File: config.mk
export PLATFORM = sky130hd
export DESIGN_NAME = ctns_queue
export DESIGN_NICKNAME = d
export VERILOG_FILES = /design/src/hw/rtl/ctns_pkg.sv /design/src/hw/rtl/ctns_queue.sv
export SDC_FILE = /design/constraint.sdc
export NUM_CORES = 1
export LEC_CHECK = 0
export ABC_AREA = 0
export ABC_CLOCK_PERIOD_IN_PS = 56800
export BUFFER_PORTS_ARGS = -buffer_cell sky130_fd_sc_hd__buf_2
export CAP_MARGIN = 20
export CORE_AREA = 2 2 475 477
export CTS_CLUSTER_DIAMETER = 80
export DETAILED_ROUTE_END_ITERATION = 12
export DIE_AREA = 0 0 477 479
export PLACE_DENSITY = 0.4
export SLEW_MARGIN = 20
export SYNTH_ARGS = -nofsm -noshare
export SYNTH_HDL_FRONTEND = slang
export SYNTH_SLANG_ARGS = --single-unit
File: constraint.sdc
create_clock -name clock -period 56.8 [get_ports clock]
set_input_delay 17.04 -clock clock [delete_from_list [all_inputs] [get_ports clock]]
set_output_delay 17.04 -clock clock [all_outputs]
set_load 0.02 [all_outputs]
File: src/hw/rtl/ctns_pkg.sv
`default_nettype none
// ----------------------------------------------------------------------------
// ctns_pkg
// shared types, constants and the micro-op program of the coplanarity solver
// ----------------------------------------------------------------------------
package ctns_pkg;

   localparam int COORD_WIDTH_DEF = 32;
   localparam int COORD_W         = 32;
   localparam int TIME_W          = 32;
   localparam int THR_W           = 32;
   localparam int LIM_W           = 5;
   localparam int MAX_ITER        = 16;
   localparam int NUM_DIFF        = 18;
   localparam int NUM_LOAD        = NUM_DIFF + 1;
   localparam int WORD_W          = 64;
   localparam int RF_DEPTH        = 32;
   localparam int RF_AW           = $clog2(RF_DEPTH);
   localparam int QUEUE_DEPTH     = 2;
   localparam int REQ_DATA_W      = 7 * COORD_W;
   localparam int RSP_DATA_W      = 40;
   localparam int CSR_IDX_W       = 1;
   localparam int CSR_DATA_W      = 32;

   localparam logic [CSR_IDX_W-1:0] CSR_FLAT_THRESHOLD  = 1'd0;
   localparam logic [CSR_IDX_W-1:0] CSR_ITERATION_LIMIT = 1'd1;
   localparam logic [THR_W-1:0]     FLAT_THRESHOLD_RST  = 32'd1;
   localparam logic [LIM_W-1:0]     ITERATION_LIMIT_RST = 5'd10;

   localparam logic [1:0] SLOT_SOLVE = 2'd3;

   // register file map
   localparam logic [RF_AW-1:0] ADDR_T  = 5'd18;
   localparam logic [RF_AW-1:0] ADDR_T0 = 5'd19;
   localparam logic [RF_AW-1:0] ADDR_T1 = 5'd20;
   localparam logic [RF_AW-1:0] ADDR_T2 = 5'd21;
   localparam logic [RF_AW-1:0] ADDR_T3 = 5'd22;
   localparam logic [RF_AW-1:0] ADDR_T4 = 5'd23;
   localparam logic [RF_AW-1:0] ADDR_R0 = 5'd24;
   localparam logic [RF_AW-1:0] ADDR_A0 = 5'd24;
   localparam logic [RF_AW-1:0] ADDR_A1 = 5'd25;
   localparam logic [RF_AW-1:0] ADDR_R2 = 5'd26;
   localparam logic [RF_AW-1:0] ADDR_R3 = 5'd27;
   localparam logic [RF_AW-1:0] ADDR_A2 = 5'd28;
   localparam logic [RF_AW-1:0] ADDR_R5 = 5'd29;
   localparam logic [RF_AW-1:0] ADDR_R6 = 5'd30;
   localparam logic [RF_AW-1:0] ADDR_A3 = 5'd31;

   localparam logic [3:0] TRIPLE_LAST  = 4'd13;
   localparam logic [3:0] COMBINE_LAST = 4'd3;
   localparam logic [3:0] NEWTON_FD    = 4'd6;
   localparam logic [3:0] NEWTON_LAST  = 4'd12;
   localparam logic [2:0] TRIPLE_MAX   = 3'd7;
   localparam logic [4:0] LOAD_LAST    = 5'(NUM_LOAD - 1);
   localparam logic [5:0] DIV_STEPS    = 6'd33;

   localparam logic signed [63:0] SMAX   = 64'sh7FFF_FFFF_FFFF_FFFF;
   localparam logic signed [64:0] SMAX65 = {1'b0, SMAX};
   localparam logic signed [64:0] NMAX65 = -SMAX65;

   typedef enum logic [1:0] {OP_ADD, OP_SUB, OP_MUL16, OP_MUL28} opcode_type;
   typedef enum logic [1:0] {PH_TRIPLE, PH_COMBINE, PH_NEWTON} phase_type;
   typedef enum logic [1:0] {ST_CONVERGED, ST_FLAT, ST_LIMIT} status_type;
   typedef enum logic [3:0] {
      S_IDLE, S_LOAD, S_FETCH, S_EXEC, S_MUL, S_MWR, S_CHK, S_DIVI, S_DIV, S_UPD, S_DONE
   } back_state_type;

   typedef struct packed {
      opcode_type       op;
      logic [RF_AW-1:0] dst;
      logic [RF_AW-1:0] sa;
      logic [RF_AW-1:0] sb;
   } uop_type;

   typedef struct packed {
      logic                     hit;
      status_type               status;
      logic signed [TIME_W-1:0] refined_time;
   } result_type;

   function automatic logic signed [63:0] sat65(input logic signed [64:0] v);
      if (v > SMAX65) return SMAX;
      if (v < NMAX65) return -SMAX;
      return v[63:0];
   endfunction

   function automatic logic [63:0] mag64(input logic signed [63:0] v);
      return v[63] ? 64'(-v) : 64'(v);
   endfunction

   function automatic logic is_flat(input logic signed [63:0] v,
                                    input logic [THR_W-1:0] thr);
      return (v == 64'sd0) || (mag64(v) < {32'd0, thr});
   endfunction

   // which operands of a triple product come from the velocity differences
   function automatic logic [2:0] tri_mask(input logic [2:0] idx);
      logic [2:0] m;
      case (idx)
         3'd0:    m = 3'b000;
         3'd1:    m = 3'b001;
         3'd2:    m = 3'b010;
         3'd3:    m = 3'b100;
         3'd4:    m = 3'b011;
         3'd5:    m = 3'b101;
         3'd6:    m = 3'b110;
         default: m = 3'b111;
      endcase
      return m;
   endfunction

   function automatic logic [RF_AW-1:0] vec_addr(input logic is_v, input logic [1:0] k,
                                                 input logic [1:0] axis);
      return (is_v ? 5'd9 : 5'd0) + 5'(k) * 5'd3 + 5'(axis);
   endfunction

   function automatic uop_type mk(input opcode_type op, input logic [RF_AW-1:0] d,
                                  input logic [RF_AW-1:0] a, input logic [RF_AW-1:0] b);
      uop_type u;
      u.op  = op;
      u.dst = d;
      u.sa  = a;
      u.sb  = b;
      return u;
   endfunction

   function automatic uop_type prog(input phase_type ph, input logic [2:0] tri_idx,
                                    input logic [3:0] step);
      uop_type          u;
      logic [2:0]       m;
      logic [RF_AW-1:0] a0, a1, a2, b0, b1, b2, c0, c1, c2, rd;
      m  = tri_mask(tri_idx);
      a0 = vec_addr(m[0], 2'd0, 2'd0);
      a1 = vec_addr(m[0], 2'd0, 2'd1);
      a2 = vec_addr(m[0], 2'd0, 2'd2);
      b0 = vec_addr(m[1], 2'd1, 2'd0);
      b1 = vec_addr(m[1], 2'd1, 2'd1);
      b2 = vec_addr(m[1], 2'd1, 2'd2);
      c0 = vec_addr(m[2], 2'd2, 2'd0);
      c1 = vec_addr(m[2], 2'd2, 2'd1);
      c2 = vec_addr(m[2], 2'd2, 2'd2);
      rd = ADDR_R0 + 5'(tri_idx);
      u  = mk(OP_ADD, ADDR_T0, ADDR_T0, ADDR_T0);
      case (ph)
         PH_TRIPLE: begin
            case (step)
               4'd0:    u = mk(OP_MUL16, ADDR_T0, a1, b2);
               4'd1:    u = mk(OP_MUL16, ADDR_T1, a2, b1);
               4'd2:    u = mk(OP_SUB,   ADDR_T2, ADDR_T0, ADDR_T1);
               4'd3:    u = mk(OP_MUL16, ADDR_T0, a2, b0);
               4'd4:    u = mk(OP_MUL16, ADDR_T1, a0, b2);
               4'd5:    u = mk(OP_SUB,   ADDR_T3, ADDR_T0, ADDR_T1);
               4'd6:    u = mk(OP_MUL16, ADDR_T0, a0, b1);
               4'd7:    u = mk(OP_MUL16, ADDR_T1, a1, b0);
               4'd8:    u = mk(OP_SUB,   ADDR_T4, ADDR_T0, ADDR_T1);
               4'd9:    u = mk(OP_MUL16, ADDR_T0, ADDR_T2, c0);
               4'd10:   u = mk(OP_MUL16, ADDR_T1, ADDR_T3, c1);
               4'd11:   u = mk(OP_ADD,   ADDR_T0, ADDR_T0, ADDR_T1);
               4'd12:   u = mk(OP_MUL16, ADDR_T1, ADDR_T4, c2);
               default: u = mk(OP_ADD,   rd,      ADDR_T0, ADDR_T1);
            endcase
         end
         PH_COMBINE: begin
            case (step)
               4'd0:    u = mk(OP_ADD, ADDR_A1, ADDR_A1, ADDR_R2);
               4'd1:    u = mk(OP_ADD, ADDR_A1, ADDR_A1, ADDR_R3);
               4'd2:    u = mk(OP_ADD, ADDR_A2, ADDR_A2, ADDR_R5);
               default: u = mk(OP_ADD, ADDR_A2, ADDR_A2, ADDR_R6);
            endcase
         end
         PH_NEWTON: begin
            case (step)
               4'd0:    u = mk(OP_ADD,   ADDR_T0, ADDR_A3, ADDR_A3);
               4'd1:    u = mk(OP_ADD,   ADDR_T0, ADDR_T0, ADDR_A3);
               4'd2:    u = mk(OP_MUL28, ADDR_T0, ADDR_T0, ADDR_T);
               4'd3:    u = mk(OP_ADD,   ADDR_T1, ADDR_A2, ADDR_A2);
               4'd4:    u = mk(OP_ADD,   ADDR_T0, ADDR_T0, ADDR_T1);
               4'd5:    u = mk(OP_MUL28, ADDR_T0, ADDR_T0, ADDR_T);
               4'd6:    u = mk(OP_ADD,   ADDR_T0, ADDR_T0, ADDR_A1);
               4'd7:    u = mk(OP_MUL28, ADDR_T1, ADDR_A3, ADDR_T);
               4'd8:    u = mk(OP_ADD,   ADDR_T1, ADDR_T1, ADDR_A2);
               4'd9:    u = mk(OP_MUL28, ADDR_T1, ADDR_T1, ADDR_T);
               4'd10:   u = mk(OP_ADD,   ADDR_T1, ADDR_T1, ADDR_A1);
               4'd11:   u = mk(OP_MUL28, ADDR_T1, ADDR_T1, ADDR_T);
               default: u = mk(OP_ADD,   ADDR_T1, ADDR_T1, ADDR_A0);
            endcase
         end
         default: u = mk(OP_ADD, ADDR_T0, ADDR_T0, ADDR_T0);
      endcase
      return u;
   endfunction

endpackage
`default_nettype wire

File: src/hw/rtl/ctns_queue.sv
`default_nettype none
// ----------------------------------------------------------------------------
// ctns_queue
// short job queue between front and back
// ----------------------------------------------------------------------------
module ctns_queue #(
   parameter int WIDTH = 608,
   parameter int DEPTH = ctns_pkg::QUEUE_DEPTH
) (
   input  wire logic             clock,
   input  wire logic             reset,
   input  wire logic             push,
   input  wire logic [WIDTH-1:0] push_data,
   output logic                  full,
   input  wire logic             pop,
   output logic      [WIDTH-1:0] pop_data,
   output logic                  empty
);
   localparam int PW = (DEPTH > 1) ? $clog2(DEPTH) : 1;
   localparam int CW = $clog2(DEPTH + 1);
   localparam logic [PW-1:0] PTR_LAST = PW'(DEPTH - 1);

   logic [WIDTH-1:0] mem_ff [DEPTH];
   logic [PW-1:0]    wr_ff, wr_in, rd_ff, rd_in;
   logic [CW-1:0]    cnt_ff, cnt_in;

   assign full     = (cnt_ff == CW'(DEPTH));
   assign empty    = (cnt_ff == '0);
   assign pop_data = mem_ff[rd_ff];

   always_comb begin
      wr_in  = wr_ff;
      rd_in  = rd_ff;
      cnt_in = cnt_ff;
      if (push) begin
         wr_in = (wr_ff == PTR_LAST) ? '0 : wr_ff + 1'b1;
      end
      if (pop) begin
         rd_in = (rd_ff == PTR_LAST) ? '0 : rd_ff + 1'b1;
      end
      if (push && !pop) begin
         cnt_in = cnt_ff + 1'b1;
      end else if (pop && !push) begin
         cnt_in = cnt_ff - 1'b1;
      end
   end

   always_ff @(posedge clock) begin
      if (reset) begin
         wr_ff  <= '0;
         rd_ff  <= '0;
         cnt_ff <= '0;
      end else begin
         wr_ff  <= wr_in;
         rd_ff  <= rd_in;
         cnt_ff <= cnt_in;
      end
      if (push) begin
         mem_ff[wr_ff] <= push_data;
      end
   end
endmodule
`default_nettype wire

# Word-level counts from Yosys, hierarchy flattened

Memory sizes are Yosys's and may differ from the RTL's. A register that Yosys moved wholly into a read port is not among the register bits.
Index checks and enable logic that the tools add are counted.

Word-level logic and storage cells: 23
Input bits: 612
Memory bits (writable): 1216
Memories: 1
Flip-flop bits (word level): 4
Output and inout bits: 610

Memories:

| memory | depth | width | rd ports | clocked after Yosys merged registers in | write ports | RTL line         | text |
|---|---|---|---|---|---|---|---|
| mem_ff | 2     | 608   | 1        | 1                                       | 1           | ctns_queue.sv:23 | `logic [WIDTH-1:0] mem_ff [DEPTH];` |

$add $sub $neg: 4
Reductions and logical operators: 6
Multiplexer cells: 8
Equality and inequality tests: 1

Operators with widths:

| kind                                                               | number |
|---|---|
| 1-bit 2-to-1 mux                                                   | 6 |
| 2-bit 2-to-1 mux                                                   | 2 |
| 1-bit adder, second input constant                                 | 2 |
| 2-bit by 1-bit adder with 2-bit output, second input constant      | 1 |
| 2-bit == test, second input constant                               | 1 |
| 1-bit logical AND                                                  | 2 |
| 1-bit logical NOT                                                  | 2 |
| 2-bit logical NOT                                                  | 1 |
| 2-bit nonzero test                                                 | 1 |
| 2-bit by 1-bit subtractor with 2-bit output, second input constant | 1 |

# Depth between registers and ports, before layout

Word-level depth: 4
Gate-level depth with buffers: 5
Depth with buffers taken out: 5

# Worst setup path after synthesis

OpenSTA, ideal clock, no wires.

Kind: in2reg
Start point: input push
End point: memory mem_ff[0][0] (enable)
Setup slack: 12.041 ns
Arrival time: 43.091 ns
Cell stages on the path: 1
Required time: 55.132 ns
Path buffers: 0
Cells stage by stage: nor2b_1

Longest elaborated chain between the ends: 2

Ends and longest elaborated chain:

| what                                   | RTL line         | text |
|---|---|---|
| start, declared                        | ctns_queue.sv:12 | `input wire logic push,` |
| 1-bit 2-to-1 mux                       | ctns_queue.sv:58 | `if (push) begin` |
| 1-bit 2-to-1 mux (not written as such) | ctns_queue.sv:59 | `mem_ff[wr_ff] <= push_data;` |
| end, declared                          | ctns_queue.sv:23 |  |

Every way passes these cells.

==> impl_metrics.env <==
export IMPL_r2r_start="wr_ff$_SDFFE_PP0P_"
export IMPL_whs_path_depth=2
export IMPL_max_cap_viol_count=0
export IMPL_skew_ns=0.0277
export IMPL_drcViolationCount=0
export IMPL_hold_class="flop to flop"
export IMPL_cp_required_ns=39.76
export IMPL_avgRoutedWirePerCell_um=23.5
export IMPL_totalPowerFinal_mw=2.26
export IMPL_numCtsBuffers=150
export IMPL_fp_dieW_um=477
export IMPL_hp_start="cnt_ff[1]$_SDFFE_PP0P_"
export IMPL_cp_end_kind="output port"
export IMPL_netlist_area_mm2=0.0449
export IMPL_dp_slack_ns=34.99
export IMPL_netlist_area_leader_share_pct=81.4
export IMPL_synthSimpleGateAreaFrac_pct=0.0976
export IMPL_ys_flop_type="edfxtp_1"
export IMPL_drt_initial_drc_count=1282
export IMPL_dp_hpwl_um=110000
export IMPL_routed_wl_um=150000
export IMPL_synth_edf_count=1216
export IMPL_ys_warn_count=0
export IMPL_synth_top_family_by_area="multiplexers"
export IMPL_nets=3859
export IMPL_synthMostInstantiatedCell="edfxtp_1"
export IMPL_die_y_um=479
export IMPL_finalSetupViolCount=0
export IMPL_leakagePower_nw=21.7
export IMPL_clk_pin_slew_ns=0.06
export IMPL_htree_levels=4
export IMPL_crit_type="flop to output port"
export IMPL_status="finished clean"
export IMPL_antenna_found_initial=117
export IMPL_synth_area_mux_share_pct=16.9
export IMPL_overflow=0
export IMPL_clock_sinks=1221
export IMPL_grt_pass1_wl_um=202000
export IMPL_pwr_density_cell_mw_per_mm2=38.1
export IMPL_maxSlewViolCount=0
export IMPL_synth_top_area_cell="edfxtp_1"
export IMPL_cts_tree="done"
export IMPL_viasPerCell=3.73
export IMPL_clk_latency_ns=0.78
export IMPL_ys_seq_elements=1221
export IMPL_grt_pass1_vias=24474
export IMPL_fillCellCount=22911
export IMPL_avgSynthCellArea_um2=23.4
export IMPL_setup_ws_ns=34.27
export IMPL_fin_crit_sh_pct=39.7
export IMPL_cts_root_buf="clkbuf_16"
export IMPL_relSlewSlack_pct=22.1
export IMPL_worst_pin_slew_ns=1.17
export IMPL_cts_hold_buf=0
export IMPL_postCtsResizedCells=0
export IMPL_num_io_pins=1222
export IMPL_synth_compound_area_share_pct=0.0223
export IMPL_crit_path_max_fanout=54
export IMPL_die_area_mm2=0.228
export IMPL_r2r_cells=5
export IMPL_cp_start_kind="flop"
export IMPL_via_count=23803
export IMPL_synthCells=1914
export IMPL_rows=174
export IMPL_crit_arrival_ns=5.49
export IMPL_placed_area_mm2=0.0544
export IMPL_tns_ns=0
export IMPL_io_buffers=1221
export IMPL_hold_viol_final=0
export IMPL_drive_gt1_share_pct=61.1
export IMPL_synthDistinctLibCells=17
export IMPL_area_growth_syn_to_layout_pct=31.8
export IMPL_synthAdderAreaFrac_pct=0.0279
export IMPL_synthXorXnorAreaFrac_pct=0.0781
export IMPL_ys_seq_area_share_pct=81.6
export IMPL_place_congestion=0.814
export IMPL_grt_total_usage_pct=12.6
export IMPL_grt_setup_unrepaired="no"
export IMPL_fin_area_mm2=0.0591
export IMPL_core_mm2=0.224
export IMPL_final_min_clock_period_ns=22.53
export IMPL_post_cts_buffers=0
export IMPL_start_util_pct=20.1
export IMPL_ys_async_sr_fraction_pct=0
export IMPL_fmax_mhz=44.4
export IMPL_synth_common_cells="edfxtp_1 (1216), mux2_2 (408), mux2_4 (200)"
export IMPL_firstDrtPassIters=5
export IMPL_grt_max_degree=147
export IMPL_ir_worst_vdd_mv=0.0242
export IMPL_clock_path_buffers=3
export IMPL_antenna_left=0
export IMPL_synth_nets=2527
export IMPL_synthTopCellsByArea="edfxtp_1 (81%), mux2_2 (10%), mux2_4 (6.7%)"
==> state kept, by name (all words and copies together) (netlist names), named ones only <==
signal,flops
cnt_ff,2
rd_ff,1
mem_ff,1216
wr_ff,1
==> metal layers <==
metal / GRT usage [%] / part of all wire [%]
met2: 20.9 / 48
met1: 14.0 / 38
met3: 6.76 / 12
met4: 3.56 / 2.6
met5: 0 / 0.40
==> critical path, stage by stage (launching register included) <==
cell,delay (ns)
dfxtp_4,0.97
buf_4,0.84
buf_4,0.67
buf_4,0.70
buf_4,0.77
mux2_2,0.43
buf_2,0.17
==> cells in the final DEF, fill, tap and decap left out, drive strengths merged <==
master / instances
a21oi: 1
ha: 1
inv: 13
mux2: 608
dfxtp: 5
bufinv: 6
xnor2: 2
nor2: 5
nor2b: 2
edfxtp: 1216
xor2: 2
diode: 39
clkbuf: 189
clkinv: 50
clkinvlp: 2
or3: 1
o21ai: 1
and2: 1
buf: 1248
==> final timing paths <==
kind                         endpoint  slack [ns]
max                     pop_data[603]       34.27
min reg2reg    cnt_ff[1]$_SDFFE_PP0P_        0.50
min            cnt_ff[1]$_SDFFE_PP0P_        0.50
max reg2reg  mem_ff[0][118]$_DFFE_PP_       52.31
==> through the flow <==
stage	hold slack [ns]	utilization, %	std cells
2_1_floorplan	0.461	-	1914
3_3_place_gp	0.490	24.3	6086
3_5_place_dp	0.494	24.3	6086
4_1_cts	0.503	26.4	6345
5_1_grt	0.539	26.4	6355
6_report	0.501	26.5	6384
==> logic make-up (layout without fill, tap and decap cells) <==
| logic type | Yosys count | count (layout) |
|---|---|---|
| AO/OA/AOI/OAI | 2 | 2 |
| buffers and inverters | 69 | 1508 |
| other | 0 | 39 |
| multiplexers | 608 | 608 |
| XOR/XNOR | 4 | 4 |
| adder cells (fa/ha/maj) | 1 | 1 |
| flip-flops | 1221 | 1221 |
| AND/OR/NAND/NOR | 9 | 9 |
==> final cells by class <==
class	instances	area, µm²	area share (%)
Clock inverter	70	658	1.11
Tap cell	2992	3740	6.33
Inverter	1	3.75	0.00635
Timing Repair Buffer	1248	6370	10.8
Sequential cell	1221	36600	61.9
Clock buffer	189	3940	6.67
Antenna cell	39	97.6	0.165
Multi-Input combinational cell	624	7710	13.0
==> report_power, final <==
group	switching, mW	leakage (nW)	internal, mW
registers	0.0133	11.5	1.05
logic	0.180	8.03	0.106
clock network	0.381	2.23	0.520
total	0.574	21.7	1.68
Power figures use the tool's default switching activity.
